## config.mk

```make
export PLATFORM = sky130hd
export DESIGN_NAME = random_byte_to_charset_mapper_unit
export DESIGN_NICKNAME = d
export VERILOG_FILES = /design/src/design/rbcm_pkg.sv /design/src/design/random_byte_to_charset_mapper_unit.sv /design/src/design/rbcm_divider.sv /design/src/design/rbcm_pool.sv /design/src/design/rbcm_ctrl.sv
export VERILOG_INCLUDE_DIRS = /design/src /design/src/design
export SDC_FILE = /design/constraint.sdc
export NUM_CORES = 2
export LEC_CHECK = 0
export ABC_AREA = 0
export BUFFER_PORTS_ARGS = -buffer_cell sky130_fd_sc_hd__clkbuf_2
export CAP_MARGIN = 40
export CELL_PAD_IN_SITES_DETAIL_PLACEMENT = 1
export CELL_PAD_IN_SITES_GLOBAL_PLACEMENT = 2
export CORE_MARGIN = 5
export CORE_UTILIZATION = 50
export DETAILED_ROUTE_END_ITERATION = 8
export PLACE_DENSITY_LB_ADDON = 0.05
export SETUP_SLACK_MARGIN = 0.1
export SLEW_MARGIN = 10
export SYNTH_ARGS = -nofsm -noshare
export SYNTH_HDL_FRONTEND = slang
export SYNTH_HIERARCHICAL = 1
export SYNTH_SLANG_ARGS = --single-unit
```

## constraint.sdc

```tcl
create_clock -name clk -period 4.5 [get_ports clk]
set_clock_uncertainty 0.2 [all_clocks]
set_input_delay 0.225 -clock clk [delete_from_list [all_inputs] [get_ports clk]]
set_output_delay 0.225 -clock clk [all_outputs]
set_load 0.005 [all_outputs]
```

## src/design/random_byte_to_charset_mapper_unit_macros.svh

```systemverilog
// Assertion macros used by the mapper control module.
// In synthesis builds the macros expand to nothing.
`ifndef RANDOM_BYTE_TO_CHARSET_MAPPER_UNIT_MACROS_SVH
`define RANDOM_BYTE_TO_CHARSET_MAPPER_UNIT_MACROS_SVH

`ifndef SYNTHESIS

// Checks that cond holds in the same cycle as trig.
`define RBCM_ASSERT_IMPL(label, clk, rst, trig, cond) \
  label: assert property (@(posedge clk) disable iff (rst) (trig) |-> (cond)) \
    else $error("rbcm assertion failed");

// Checks that cond holds in the cycle after trig.
`define RBCM_ASSERT_NEXT(label, clk, rst, trig, cond) \
  label: assert property (@(posedge clk) disable iff (rst) (trig) |=> (cond)) \
    else $error("rbcm assertion failed");

`else

`define RBCM_ASSERT_IMPL(label, clk, rst, trig, cond)
`define RBCM_ASSERT_NEXT(label, clk, rst, trig, cond)

`endif

`endif

```

## src/design/rbcm_pkg.sv

```systemverilog
package rbcm_pkg;

  // Default values of the top-level parameters.
  localparam int POOL_DEPTH_DEF    = 256;
  localparam int COUNTER_WIDTH_DEF = 16;

  // Fixed field widths.
  localparam int SIZE_W    = 9;
  localparam int LEN_W     = 16;
  localparam int CHAR_W    = 8;
  localparam int CFG_W     = 16;
  localparam int CFG_IDX_W = 2;

  // Configuration register indexes.
  localparam logic [CFG_IDX_W-1:0] CFG_POOL_SIZE       = 2'd0;
  localparam logic [CFG_IDX_W-1:0] CFG_PASSWORD_LENGTH = 2'd1;
  localparam logic [CFG_IDX_W-1:0] CFG_PASSWORD_COUNT  = 2'd2;

  // Command codes.
  localparam logic CMD_LOAD   = 1'b0;
  localparam logic CMD_RANDOM = 1'b1;

  // Character and range constants.
  localparam logic [CHAR_W-1:0] NL_CODE     = 8'd10;
  localparam logic [3:0]        NIBBLE_MASK = 4'hF;
  localparam logic [SIZE_W-1:0] NIB_SPAN    = 9'd16;
  localparam logic [SIZE_W-1:0] BYTE_SPAN   = 9'd256;

  // Reset values of the configuration registers.
  localparam logic [SIZE_W-1:0] POOL_SIZE_RST = 9'd62;
  localparam logic [LEN_W-1:0]  PW_LENGTH_RST = 16'd16;
  localparam logic [LEN_W-1:0]  PW_COUNT_RST  = 16'd1;

  typedef struct packed {
    logic              command;
    logic [CHAR_W-1:0] pool_index;
    logic [CHAR_W-1:0] pool_char;
    logic [CHAR_W-1:0] random_byte;
  } in_word_t;

  typedef struct packed {
    logic [CHAR_W-1:0] out_char;
    logic              last_of_run;
    logic              all_done;
  } out_word_t;

  // Divider request and response.
  typedef struct packed {
    logic              start;
    logic [SIZE_W-1:0] dividend;
    logic [SIZE_W-1:0] divisor;
  } div_req_t;

  typedef struct packed {
    logic              busy;
    logic              done;
    logic [SIZE_W-1:0] rem;
  } div_rsp_t;

  // Pool memory ports.
  typedef struct packed {
    logic              we;
    logic [CHAR_W-1:0] addr;
    logic [CHAR_W-1:0] data;
  } pool_wr_t;

  typedef struct packed {
    logic              re;
    logic [CHAR_W-1:0] addr;
  } pool_rd_t;

  typedef enum logic [2:0] {
    ST_IDLE,
    ST_LIMIT,
    ST_VALUE,
    ST_DIVIDE,
    ST_CHAR,
    ST_NEWLINE,
    ST_NEXT
  } state_t;

endpackage

```

## src/design/random_byte_to_charset_mapper_unit.sv

```systemverilog
// Channel   Direction  Handshake             Word
// in        input      in_valid / in_stall   rbcm_pkg::in_word_t
// out       output     out_valid / out_stall rbcm_pkg::out_word_t
// cfg       input      cfg_we (no wait)      cfg_index, cfg_data
//
// A load word writes the pool directly. A random byte examines each value in turn (the byte,
// or the high nibble and, unless the run has just finished, the low nibble); each kept value
// goes through the 9-step shared remainder unit, a pool read and an emit, then a newline if due.
// The first byte after reset or after a pool size write first finds the limit with that unit.
// Reset (rst, synchronous) clears the counters, the finished flag and the cached limit; the
// pool is undefined until loaded. A stalled output holds the sequencer in its emit state.
module random_byte_to_charset_mapper_unit #(
  parameter int POOL_DEPTH    = rbcm_pkg::POOL_DEPTH_DEF,
  parameter int COUNTER_WIDTH = rbcm_pkg::COUNTER_WIDTH_DEF
) (
  input  logic                            clk,
  input  logic                            rst,
  input  logic                            in_valid,
  output logic                            in_stall,
  input  rbcm_pkg::in_word_t              in_data,
  output logic                            out_valid,
  input  logic                            out_stall,
  output rbcm_pkg::out_word_t             out_data,
  input  logic                            cfg_we,
  input  logic [rbcm_pkg::CFG_IDX_W-1:0]  cfg_index,
  input  logic [rbcm_pkg::CFG_W-1:0]      cfg_data
);
  import rbcm_pkg::*;

  logic [SIZE_W-1:0] pool_entries;
  logic [LEN_W-1:0]  password_length;
  logic [LEN_W-1:0]  password_count;
  logic              limit_clear;
  div_req_t          div_req;
  div_rsp_t          div_rsp;
  pool_wr_t          pool_wr;
  pool_rd_t          pool_rd;
  logic [CHAR_W-1:0] pool_rdata;

  // Configuration registers.
  always_ff @(posedge clk) begin
    if (rst) begin
      pool_entries    <= POOL_SIZE_RST;
      password_length <= PW_LENGTH_RST;
      password_count  <= PW_COUNT_RST;
    end else if (cfg_we) begin
      case (cfg_index)
        CFG_POOL_SIZE:       pool_entries    <= cfg_data[SIZE_W-1:0];
        CFG_PASSWORD_LENGTH: password_length <= cfg_data[LEN_W-1:0];
        CFG_PASSWORD_COUNT:  password_count  <= cfg_data[LEN_W-1:0];
        default: begin
        end
      endcase
    end
  end

  // A new pool size invalidates the cached rejection limit.
  assign limit_clear = cfg_we && (cfg_index == CFG_POOL_SIZE);

  rbcm_ctrl #(
    .POOL_DEPTH    (POOL_DEPTH),
    .COUNTER_WIDTH (COUNTER_WIDTH)
  ) u_ctrl (
    .clk             (clk),
    .rst             (rst),
    .in_valid        (in_valid),
    .in_stall        (in_stall),
    .in_data         (in_data),
    .out_valid       (out_valid),
    .out_stall       (out_stall),
    .out_data        (out_data),
    .pool_entries    (pool_entries),
    .password_length (password_length),
    .password_count  (password_count),
    .limit_clear     (limit_clear),
    .div_req         (div_req),
    .div_rsp         (div_rsp),
    .pool_wr         (pool_wr),
    .pool_rd         (pool_rd),
    .pool_rdata      (pool_rdata)
  );

  rbcm_divider u_divider (
    .clk (clk),
    .rst (rst),
    .req (div_req),
    .rsp (div_rsp)
  );

  rbcm_pool #(
    .POOL_DEPTH (POOL_DEPTH)
  ) u_pool (
    .clk   (clk),
    .wr    (pool_wr),
    .rd    (pool_rd),
    .rdata (pool_rdata)
  );

endmodule

```

## src/design/rbcm_divider.sv

```systemverilog
module rbcm_divider (
  input  logic              clk,
  input  logic              rst,
  input  rbcm_pkg::div_req_t req,
  output rbcm_pkg::div_rsp_t rsp
);
  import rbcm_pkg::*;

  localparam int CNT_W = $clog2(SIZE_W);

  logic              busy;
  logic              done;
  logic [CNT_W-1:0]  cnt;
  logic [SIZE_W-1:0] dvd;
  logic [SIZE_W-1:0] dvs;
  logic [SIZE_W-1:0] rem;
  logic [SIZE_W-1:0] rem_next;
  logic [SIZE_W:0]   trial;

  // One restoring step: bring down the next dividend bit and subtract if it fits.
  always_comb begin
    trial = {rem, dvd[SIZE_W-1]};
    if (trial >= {1'b0, dvs}) begin
      rem_next = SIZE_W'(trial - {1'b0, dvs});
    end else begin
      rem_next = trial[SIZE_W-1:0];
    end
  end

  // Control: busy for one cycle per dividend bit, then a done pulse.
  always_ff @(posedge clk) begin
    if (rst) begin
      busy <= 1'b0;
      done <= 1'b0;
    end else begin
      done <= 1'b0;
      if (req.start) begin
        busy <= 1'b1;
      end else if (busy && (cnt == '0)) begin
        busy <= 1'b0;
        done <= 1'b1;
      end
    end
  end

  // Datapath registers.
  always_ff @(posedge clk) begin
    if (req.start) begin
      cnt <= CNT_W'(SIZE_W - 1);
      dvd <= req.dividend;
      dvs <= req.divisor;
      rem <= '0;
    end else if (busy) begin
      cnt <= cnt - 1'b1;
      dvd <= {dvd[SIZE_W-2:0], 1'b0};
      rem <= rem_next;
    end
  end

  assign rsp.busy = busy;
  assign rsp.done = done;
  assign rsp.rem  = rem;

endmodule

```

## src/design/rbcm_pool.sv

```systemverilog
module rbcm_pool #(
  parameter int POOL_DEPTH = rbcm_pkg::POOL_DEPTH_DEF
) (
  input  logic                          clk,
  input  rbcm_pkg::pool_wr_t            wr,
  input  rbcm_pkg::pool_rd_t            rd,
  output logic [rbcm_pkg::CHAR_W-1:0]   rdata
);
  import rbcm_pkg::*;

  localparam int IDX_W = $clog2(POOL_DEPTH);

  logic [CHAR_W-1:0] mem [POOL_DEPTH];

  // Character pool: one write port, one registered read port.
  always_ff @(posedge clk) begin
    if (wr.we) begin
      mem[wr.addr[IDX_W-1:0]] <= wr.data;
    end
    if (rd.re) begin
      rdata <= mem[rd.addr[IDX_W-1:0]];
    end
  end

endmodule

```

## src/design/rbcm_ctrl.sv

```systemverilog
`include "random_byte_to_charset_mapper_unit_macros.svh"

module rbcm_ctrl #(
  parameter int POOL_DEPTH    = rbcm_pkg::POOL_DEPTH_DEF,
  parameter int COUNTER_WIDTH = rbcm_pkg::COUNTER_WIDTH_DEF
) (
  input  logic                          clk,
  input  logic                          rst,
  input  logic                          in_valid,
  output logic                          in_stall,
  input  rbcm_pkg::in_word_t            in_data,
  output logic                          out_valid,
  input  logic                          out_stall,
  output rbcm_pkg::out_word_t           out_data,
  input  logic [rbcm_pkg::SIZE_W-1:0]   pool_entries,
  input  logic [rbcm_pkg::LEN_W-1:0]    password_length,
  input  logic [rbcm_pkg::LEN_W-1:0]    password_count,
  input  logic                          limit_clear,
  output rbcm_pkg::div_req_t            div_req,
  input  rbcm_pkg::div_rsp_t            div_rsp,
  output rbcm_pkg::pool_wr_t            pool_wr,
  output rbcm_pkg::pool_rd_t            pool_rd,
  input  logic [rbcm_pkg::CHAR_W-1:0]   pool_rdata
);
  import rbcm_pkg::*;

  localparam int CW = COUNTER_WIDTH;

  state_t state;
  state_t state_next;

  logic [CHAR_W-1:0] byte_r;
  logic              nib_r;
  logic              second_r;
  logic [SIZE_W-1:0] limit_r;
  logic              limit_ok;
  logic              more_r;
  logic              finished;
  logic [CW-1:0]     char_pos;
  logic [CW-1:0]     pw_made;

  logic [SIZE_W-1:0] psize_eff;
  logic              nib_now;
  logic [SIZE_W-1:0] span_now;
  logic [SIZE_W-1:0] span_r;
  logic [SIZE_W-1:0] cur_val;
  logic              cur_keep;
  logic [LEN_W-1:0]  len_eff;
  logic [LEN_W-1:0]  cnt_eff;
  logic [CW-1:0]     cp_inc;
  logic [CW-1:0]     pm_inc;
  logic              nl;
  logic              fin_new;
  logic              more_now;
  logic              slot_free;
  logic              accept_rand;
  logic              load_char;
  logic              load_nl;

  // Effective pool size, length and count after the zero and depth clamps.
  always_comb begin
    if (pool_entries == '0) begin
      psize_eff = SIZE_W'(1);
    end else if (pool_entries > SIZE_W'(POOL_DEPTH)) begin
      psize_eff = SIZE_W'(POOL_DEPTH);
    end else begin
      psize_eff = pool_entries;
    end
    len_eff = (password_length == '0) ? LEN_W'(1) : password_length;
    cnt_eff = (password_count == '0) ? LEN_W'(1) : password_count;
  end

  assign nib_now  = (psize_eff <= NIB_SPAN);
  assign span_now = nib_now ? NIB_SPAN : BYTE_SPAN;
  assign span_r   = nib_r ? NIB_SPAN : BYTE_SPAN;

  // Candidate value: high nibble first, then low nibble, or the whole byte.
  always_comb begin
    if (!nib_r) begin
      cur_val = {1'b0, byte_r};
    end else if (second_r) begin
      cur_val = {5'b0, byte_r[3:0] & NIBBLE_MASK};
    end else begin
      cur_val = {5'b0, byte_r[7:4]};
    end
  end
  assign cur_keep = (cur_val < limit_r);

  // Counter look-ahead for the character about to be emitted.
  assign cp_inc   = char_pos + 1'b1;
  assign pm_inc   = pw_made + 1'b1;
  assign nl       = (32'(cp_inc) >= 32'(len_eff));
  assign fin_new  = nl && (32'(pm_inc) >= 32'(cnt_eff));
  assign more_now = nib_r && !second_r && !fin_new
                    && ({5'b0, byte_r[3:0]} < limit_r);

  assign slot_free   = !out_valid || !out_stall;
  assign accept_rand = (state == ST_IDLE) && in_valid
                       && (in_data.command == CMD_RANDOM) && !finished;

  // Next-state logic.
  always_comb begin
    state_next = state;
    case (state)
      ST_IDLE: begin
        if (accept_rand) begin
          state_next = limit_ok ? ST_VALUE : ST_LIMIT;
        end
      end
      ST_LIMIT: begin
        if (div_rsp.done) begin
          state_next = ST_VALUE;
        end
      end
      ST_VALUE: begin
        state_next = cur_keep ? ST_DIVIDE : ST_NEXT;
      end
      ST_DIVIDE: begin
        if (div_rsp.done) begin
          state_next = ST_CHAR;
        end
      end
      ST_CHAR: begin
        if (slot_free) begin
          state_next = nl ? ST_NEWLINE : ST_NEXT;
        end
      end
      ST_NEWLINE: begin
        if (slot_free) begin
          state_next = ST_NEXT;
        end
      end
      ST_NEXT: begin
        if (nib_r && !second_r && !finished) begin
          state_next = ST_VALUE;
        end else begin
          state_next = ST_IDLE;
        end
      end
      default: begin
        state_next = ST_IDLE;
      end
    endcase
  end

  // Output decode of the sequencer.
  always_comb begin
    in_stall         = (state != ST_IDLE);
    div_req.start    = 1'b0;
    div_req.dividend = cur_val;
    div_req.divisor  = psize_eff;
    pool_rd.re       = 1'b0;
    pool_rd.addr     = div_rsp.rem[CHAR_W-1:0];
    load_char        = 1'b0;
    load_nl          = 1'b0;
    case (state)
      ST_IDLE: begin
        div_req.start    = accept_rand && !limit_ok;
        div_req.dividend = span_now;
      end
      ST_VALUE: begin
        div_req.start = cur_keep;
      end
      ST_DIVIDE: begin
        pool_rd.re = div_rsp.done;
      end
      ST_CHAR: begin
        load_char = slot_free;
      end
      ST_NEWLINE: begin
        load_nl = slot_free;
      end
      default: begin
      end
    endcase
  end

  // Pool loads are taken straight from an accepted load word.
  always_comb begin
    pool_wr.we   = (state == ST_IDLE) && in_valid && (in_data.command == CMD_LOAD)
                   && ({1'b0, in_data.pool_index} < SIZE_W'(POOL_DEPTH));
    pool_wr.addr = in_data.pool_index;
    pool_wr.data = in_data.pool_char;
  end

  // Control state.
  always_ff @(posedge clk) begin
    if (rst) begin
      state     <= ST_IDLE;
      limit_ok  <= 1'b0;
      finished  <= 1'b0;
      char_pos  <= '0;
      pw_made   <= '0;
      out_valid <= 1'b0;
    end else begin
      state <= state_next;
      if (limit_clear) begin
        limit_ok <= 1'b0;
      end else if ((state == ST_LIMIT) && div_rsp.done) begin
        limit_ok <= 1'b1;
      end
      if (load_char) begin
        char_pos <= nl ? '0 : cp_inc;
        if (nl) begin
          pw_made <= pm_inc;
        end
        if (fin_new) begin
          finished <= 1'b1;
        end
      end
      if (load_char || load_nl) begin
        out_valid <= 1'b1;
      end else if (!out_stall) begin
        out_valid <= 1'b0;
      end
    end
  end

  // Payload registers.
  always_ff @(posedge clk) begin
    if (accept_rand) begin
      byte_r   <= in_data.random_byte;
      nib_r    <= nib_now;
      second_r <= 1'b0;
    end else if ((state == ST_NEXT) && (state_next == ST_VALUE)) begin
      second_r <= 1'b1;
    end
    if ((state == ST_LIMIT) && div_rsp.done) begin
      limit_r <= span_r - div_rsp.rem;
    end
    if (load_char) begin
      more_r               <= more_now;
      out_data.out_char    <= pool_rdata;
      out_data.last_of_run <= !nl && !more_now;
      out_data.all_done    <= 1'b0;
    end else if (load_nl) begin
      out_data.out_char    <= NL_CODE;
      out_data.last_of_run <= !more_r;
      out_data.all_done    <= finished;
    end
  end

  `RBCM_ASSERT_IMPL(a_no_char_after_finish, clk, rst, load_char, !finished)
  `RBCM_ASSERT_IMPL(a_div_done_expected, clk, rst, div_rsp.done, (state == ST_LIMIT) || (state == ST_DIVIDE))
  `RBCM_ASSERT_IMPL(a_div_start_when_free, clk, rst, div_req.start, !div_rsp.busy)
  `RBCM_ASSERT_NEXT(a_final_newline, clk, rst, load_char && fin_new, finished && (state == ST_NEWLINE))

endmodule

```

Word-level counts from Yosys, hierarchy flattened
Memories as Yosys holds them, arrays and structs flattened. A register that Yosys moved wholly into a read port is not among the register bits.
Cells that the tools add are included.
Storage, ports and cells
  input bits: 48
  word-level logic and storage cells: 126
  bits in registers: 142
  memories: 1
  RAM bits: 2048
  output and inout port bits: 12
Memories
  u_pool.mem: words 256, bits a word 8, rd ports 1, clocked after Yosys merged registers in 1, wr ports 1, line rbcm_pool.sv:13  | logic [CHAR_W-1:0] mem [POOL_DEPTH];
Cells by class
  eq/ne operators: 10
  bitwise logic cells: 1
  reductions and logical operators: 43
  add/subtract/negate cells: 5
  magnitude comparators: 7
  mux-type cells: 36
Operators by type and width (number)
  9-bit 2-to-1 mux: 9
  16-bit 2-to-1 mux: 3
  16-bit by 1-bit adder with 16-bit output (second input constant): 2
  16-bit >= comparator: 2
  16-bit logical NOT: 2
  3-bit case mux with 7 select lines: 1
  10-bit 2-to-1 mux: 2
  3-bit 2-to-1 mux: 6
  9-bit subtractor: 2
  1-bit logical AND: 15
  10-bit by 9-bit >= comparator with 1-bit output: 1
  1-bit 2-to-1 mux: 10
  2-bit AND reduction: 5
  3-bit by 2-bit == test with 1-bit output (second input constant): 3
  3-bit == test (second input constant): 3
  9-bit greater-than comparator (second input constant): 1
  9-bit by 5-bit <= comparator with 1-bit output (second input constant): 1
  1-bit logical NOT: 9
  9-bit logical NOT: 1
  4-bit by 9-bit less-than comparator with 1-bit output: 1
  9-bit less-than comparator: 1
  2-bit 2-to-1 mux: 3
  2-bit nonzero test: 3
  4-bit logical NOT: 1
  other kinds (13): 15

Longest topological paths before layout
  depth after elaboration: 10
  gate-level depth with buffers: 14

Modules after synthesis
The synthesis kept the hierarchy.
Modules (own cells, without submodules)
  rbcm_pool: sequential area each 61739.2 sq um, area each 79636.4 sq um, cells each 3733, times used 1
  rbcm_ctrl: sequential area each 1641.6 sq um, area each 4840.9 sq um, cells each 556, times used 1
  rbcm_divider: sequential area each 840.8 sq um, area each 1742.9 sq um, cells each 162, times used 1
  random_byte_to_charset_mapper_unit: sequential area each 820.8 sq um, area each 1696.6 sq um, cells each 161, times used 1

Least setup slack after synthesis
No wires, ideal clock.
  path type: reg-to-reg
  start: reg u_ctrl.nib_r
  end: reg u_divider.dvd[0], enable pin
  arrival time: 3.498 ns
  slack: 0.473 ns
  cell stages (with the launch flop): 14
  buffers on the path: 3
  cells stage by stage: edfxtp_1 > clkbuf_1 > nand2b_1 > clkbuf_1 > mux2_2 > ha_1 > a211oi_1 > nor2_1 > or3_1 > a21oi_1 > a32o_1 > clkbuf_1 > nor2_1 > inv_1
RTL lines
  start, declared: line rbcm_ctrl.sv:33  | logic nib_r;
  start signal, assigned: line rbcm_ctrl.sv:223  | nib_r <= nib_now;
  end signal, assigned: line rbcm_divider.sv:50  | dvd <= req.dividend;
  end signal, assigned: line rbcm_divider.sv:55  | dvd <= {dvd[SIZE_W-2:0], 1'b0};
  end, declared: line rbcm_divider.sv:14  | logic [SIZE_W-1:0] dvd;

Worst setup path after layout
  start: reg u_ctrl.char_pos[2]
  end: reg u_ctrl.char_pos[3]
Between the ends
  word-level cells in the longest chain between the ends: 3
RTL lines
  start, declared: line rbcm_ctrl.sv:39  | logic [CW-1:0] char_pos;
  start signal, assigned: line rbcm_ctrl.sv:203  | char_pos <= nl ? '0 : cp_inc;
  16-bit by 1-bit adder with 16-bit output *: line rbcm_ctrl.sv:90  | assign cp_inc = char_pos + 1'b1;
  16-bit >= comparator: line rbcm_ctrl.sv:92  | assign nl = (32'(cp_inc) >= 32'(len_eff));
  16-bit 2-to-1 mux *: line rbcm_ctrl.sv:203
Mark *: on every way between the ends. The rest lies on a longest branch, timed or not.
A chain may end at the register's enable or synchronous reset.

==> impl_results.md <==
* Post-route DRC violation count at 0
* FF-to-FF path depth at 13
* Least-Margin Pin Slew at 1100 ps
* RSZ-0062 raised after global routing: false
* DR vias at 46310
* Warnings from Yosys at 6
* Post-Syn Area at 87900 µm²
* Hold Path Class: in -> reg
* Die W at 429 µm
* Max-cap violations at 0
* Cell Int Power at 0.0382 W
* Fill cells at 15082
* WHS Path Cells at 4
* CTS max path bufs at 3
* RePlAce Congestion at 0.800
* Clk pin slew, worst setup/hold paths at 60 ps
* Drt wl/cell at 31.6 µm
* First-pass GRT wire length at 347000 µm
* TritonCTS Buffers at 222
* CTS Sinks at 2198
* Setup CP Type: reg -> reg
* Switching Fraction at 0.284
* Total gr overflow at 0
* Initial antenna violation count at 8
* Peak supply drop at 401 µV
* Sequential Power Share at 0.429
* Initial Utilization at 0.504
* Leakage at 32.1 nW
* FMAX at 249 MHz
* Fin crit period at 4010 ps
* PD cells at 531 nW/µm²
* Syn Nets at 4717
* DRT Wirelength at 239000 µm
* Syn Inst Count at 4611
* Fin crit share at 0.891
* Die Ht at 429 µm
* Clock root cell: clkbuf_16
* CTS H-Tree Depth at 4
* Critical R2R Capture: u_ctrl/char_pos[3]
* Gate power share at 0.222
* Hold wc startpoint: cfg_data[15]
* Status: finished clean
* WHS Endpoint: password_count[15]
* Mean Syn Cell Area at 19.1 µm²
* Pre-CTS setup slack at 463 ps
* GRT Overall Usage at 0.258
* Layout Nets at 5128
* IO Pins at 60
* Initial DRC count at 4567
* Hpwl dp at 153000 µm
* Reg2Reg Setup Slack at 490 ps
* Worst skew pair latency at 850 ps
* Reg2reg start: u_ctrl/char_pos[2]
* CTS tree: yes
* Setup_tns at 0 ps
* Layout area overhead at 14.4%
* Via density at 6.14
* Fin. Hold Viols at 0
* CP Capture Type: flop
* Layout cells sized above 1 at 0.241
* CP required at 5040 ps
* Core area at 174000 µm²
* Setup Viol. Count Final at 0
* Row count at 153
* CTS resizes at 0
* DRT Pass-1 Iters at 8
* Largest net degree at the start of global routing at 142
* Post-DRT Antenna Nets at 0
* Slew headroom at 0.263
* Number of global-route vias before repair at 47896
* Port bufs at 59
* Final Max Tran Viols at 0
* Post-route setup slack at 492 ps
* Arr. time, crit path at 4550 ps
* P_sw at 0.0152 W
* Clock Power Share at 0.350
* Crit start category: flop
* Die area at 184000 µm²
* Max FO, Critical Path at 10
==> registers in the layout (all words and copies together), names as in the netlist, 3 cells and up <==
signal           count
u_pool/mem        2048
password_count      16
password_length     16
u_ctrl/char_pos     16
u_ctrl/pw_made      16
u_ctrl/out_data     10
pool_entries         9
u_ctrl/limit_r       9
u_divider/dvd        9
u_divider/dvs        9
u_divider/rem        9
u_ctrl/byte_r        8
u_pool/rdata         8
u_divider/cnt        4
u_ctrl/state         3
==> stage by stage <==
| stage | instance area, µm² | hold slack [ps] | cells | total power, W | util |
|---|---|---|---|---|---|
| 2_1_floorplan | 87900 | 97.4 | 4611 | 0.0307 | - |
| 3_3_place_gp | 92300 | 205 | 7033 | 0.0350 | 0.529 |
| 3_5_place_dp | 92500 | 204 | 7053 | 0.0351 | 0.530 |
| 4_1_cts | 101000 | 0.524 | 7537 | 0.0538 | 0.577 |
| 5_1_grt | 101000 | 46.5 | 7544 | 0.0553 | 0.577 |
| 6_report | 101000 | 63.2 | 7545 | 0.0534 | 0.577 |
==> worst max-delay path by stage <==
stage | startpoint | to | slack, ps | cells after the start
finish | u_ctrl/char_pos[2] | u_ctrl/char_pos[3] | 490 | 13
global route | u_ctrl/char_pos[2] | u_ctrl/char_pos[5] | 240 | 13
CTS | u_divider/rem[0] | u_pool/rdata[6] | 460 | 9
detailed placement | u_divider/rem[0] | u_pool/rdata[6] | 460 | 9
global placement | u_divider/rem[0] | u_pool/rdata[6] | 130 | 9
floorplan | u_ctrl/nib_r | u_divider/dvd[0] | 470 | 13
==> critical path, cell delays in order, from the launching register on <==
cell and delay [ps]:
dfxtp_1 460, and3_1 200, nand3_1 80, buf_4 180
nor3_1 350, and3_1 260, xor2_1 180, ha_1 280
nand4_1 110, nor3_1 90, a21oi_1 350, and3_1 600
nand3_1 300, o31ai_1 270
==> power by group through the flow <==
stage / clock network [W] / registers, W / logic (W)
after detailed placement: 0 / 0.0233 / 0.0118
after CTS: 0.0190 / 0.0229 / 0.0119
after global placement: 0 / 0.0233 / 0.0117
after floorplan: 0 / 0.0231 / 0.00767
final: 0.0187 / 0.0229 / 0.0118
after global routing: 0.0201 / 0.0229 / 0.0124
==> cells in the final DEF (no fill, tap or decap), types with 49 or more instances in the layout <==
cell and n:
buf_4 318, a21oi_1 135, inv_1 70, edfxtp_1 2102, dlygate4sd3_1 69, nor2_1 346, clkbuf_2 51, dfxtp_1 90
mux2i_1 183, mux4_2 454, clkbuf_16 226, nand3_1 49, clkinv_1 58, nand2b_1 65, ha_1 57, a22oi_1 133
nand2_1 84
==> layer usage <==
layer  vias up  wire length, µm  GRT usage
met2      1477           117000      0.419
met3       291            13600     0.0378
met1     24935           103000      0.374
met5         -               17          0
met4         2             5240     0.0617
li1      19605                -          -
==> cell type report <==
cell class / count / area (µm²) / share of cell area
Tap cell: 2325 / 2910 / 0.0289
Antenna cell: 7 / 17.5 / 0.000174
Sequential cell: 2198 / 65100 / 0.647
Clock inverter: 155 / 1570 / 0.0156
Inverter: 72 / 275 / 0.00274
Timing Repair Buffer: 479 / 4100 / 0.0407
Multi-Input combinational cell: 2049 / 20900 / 0.208
Clock buffer: 260 / 5780 / 0.0575
==> what timing repair did <==
item / 4_1_cts / 5_1_grt
hold buffers: 69 / 0
setup buffers: 0 / 0
endpoints found under the hold margin: 1164 / 0
(Power assumes the default switching activity.)
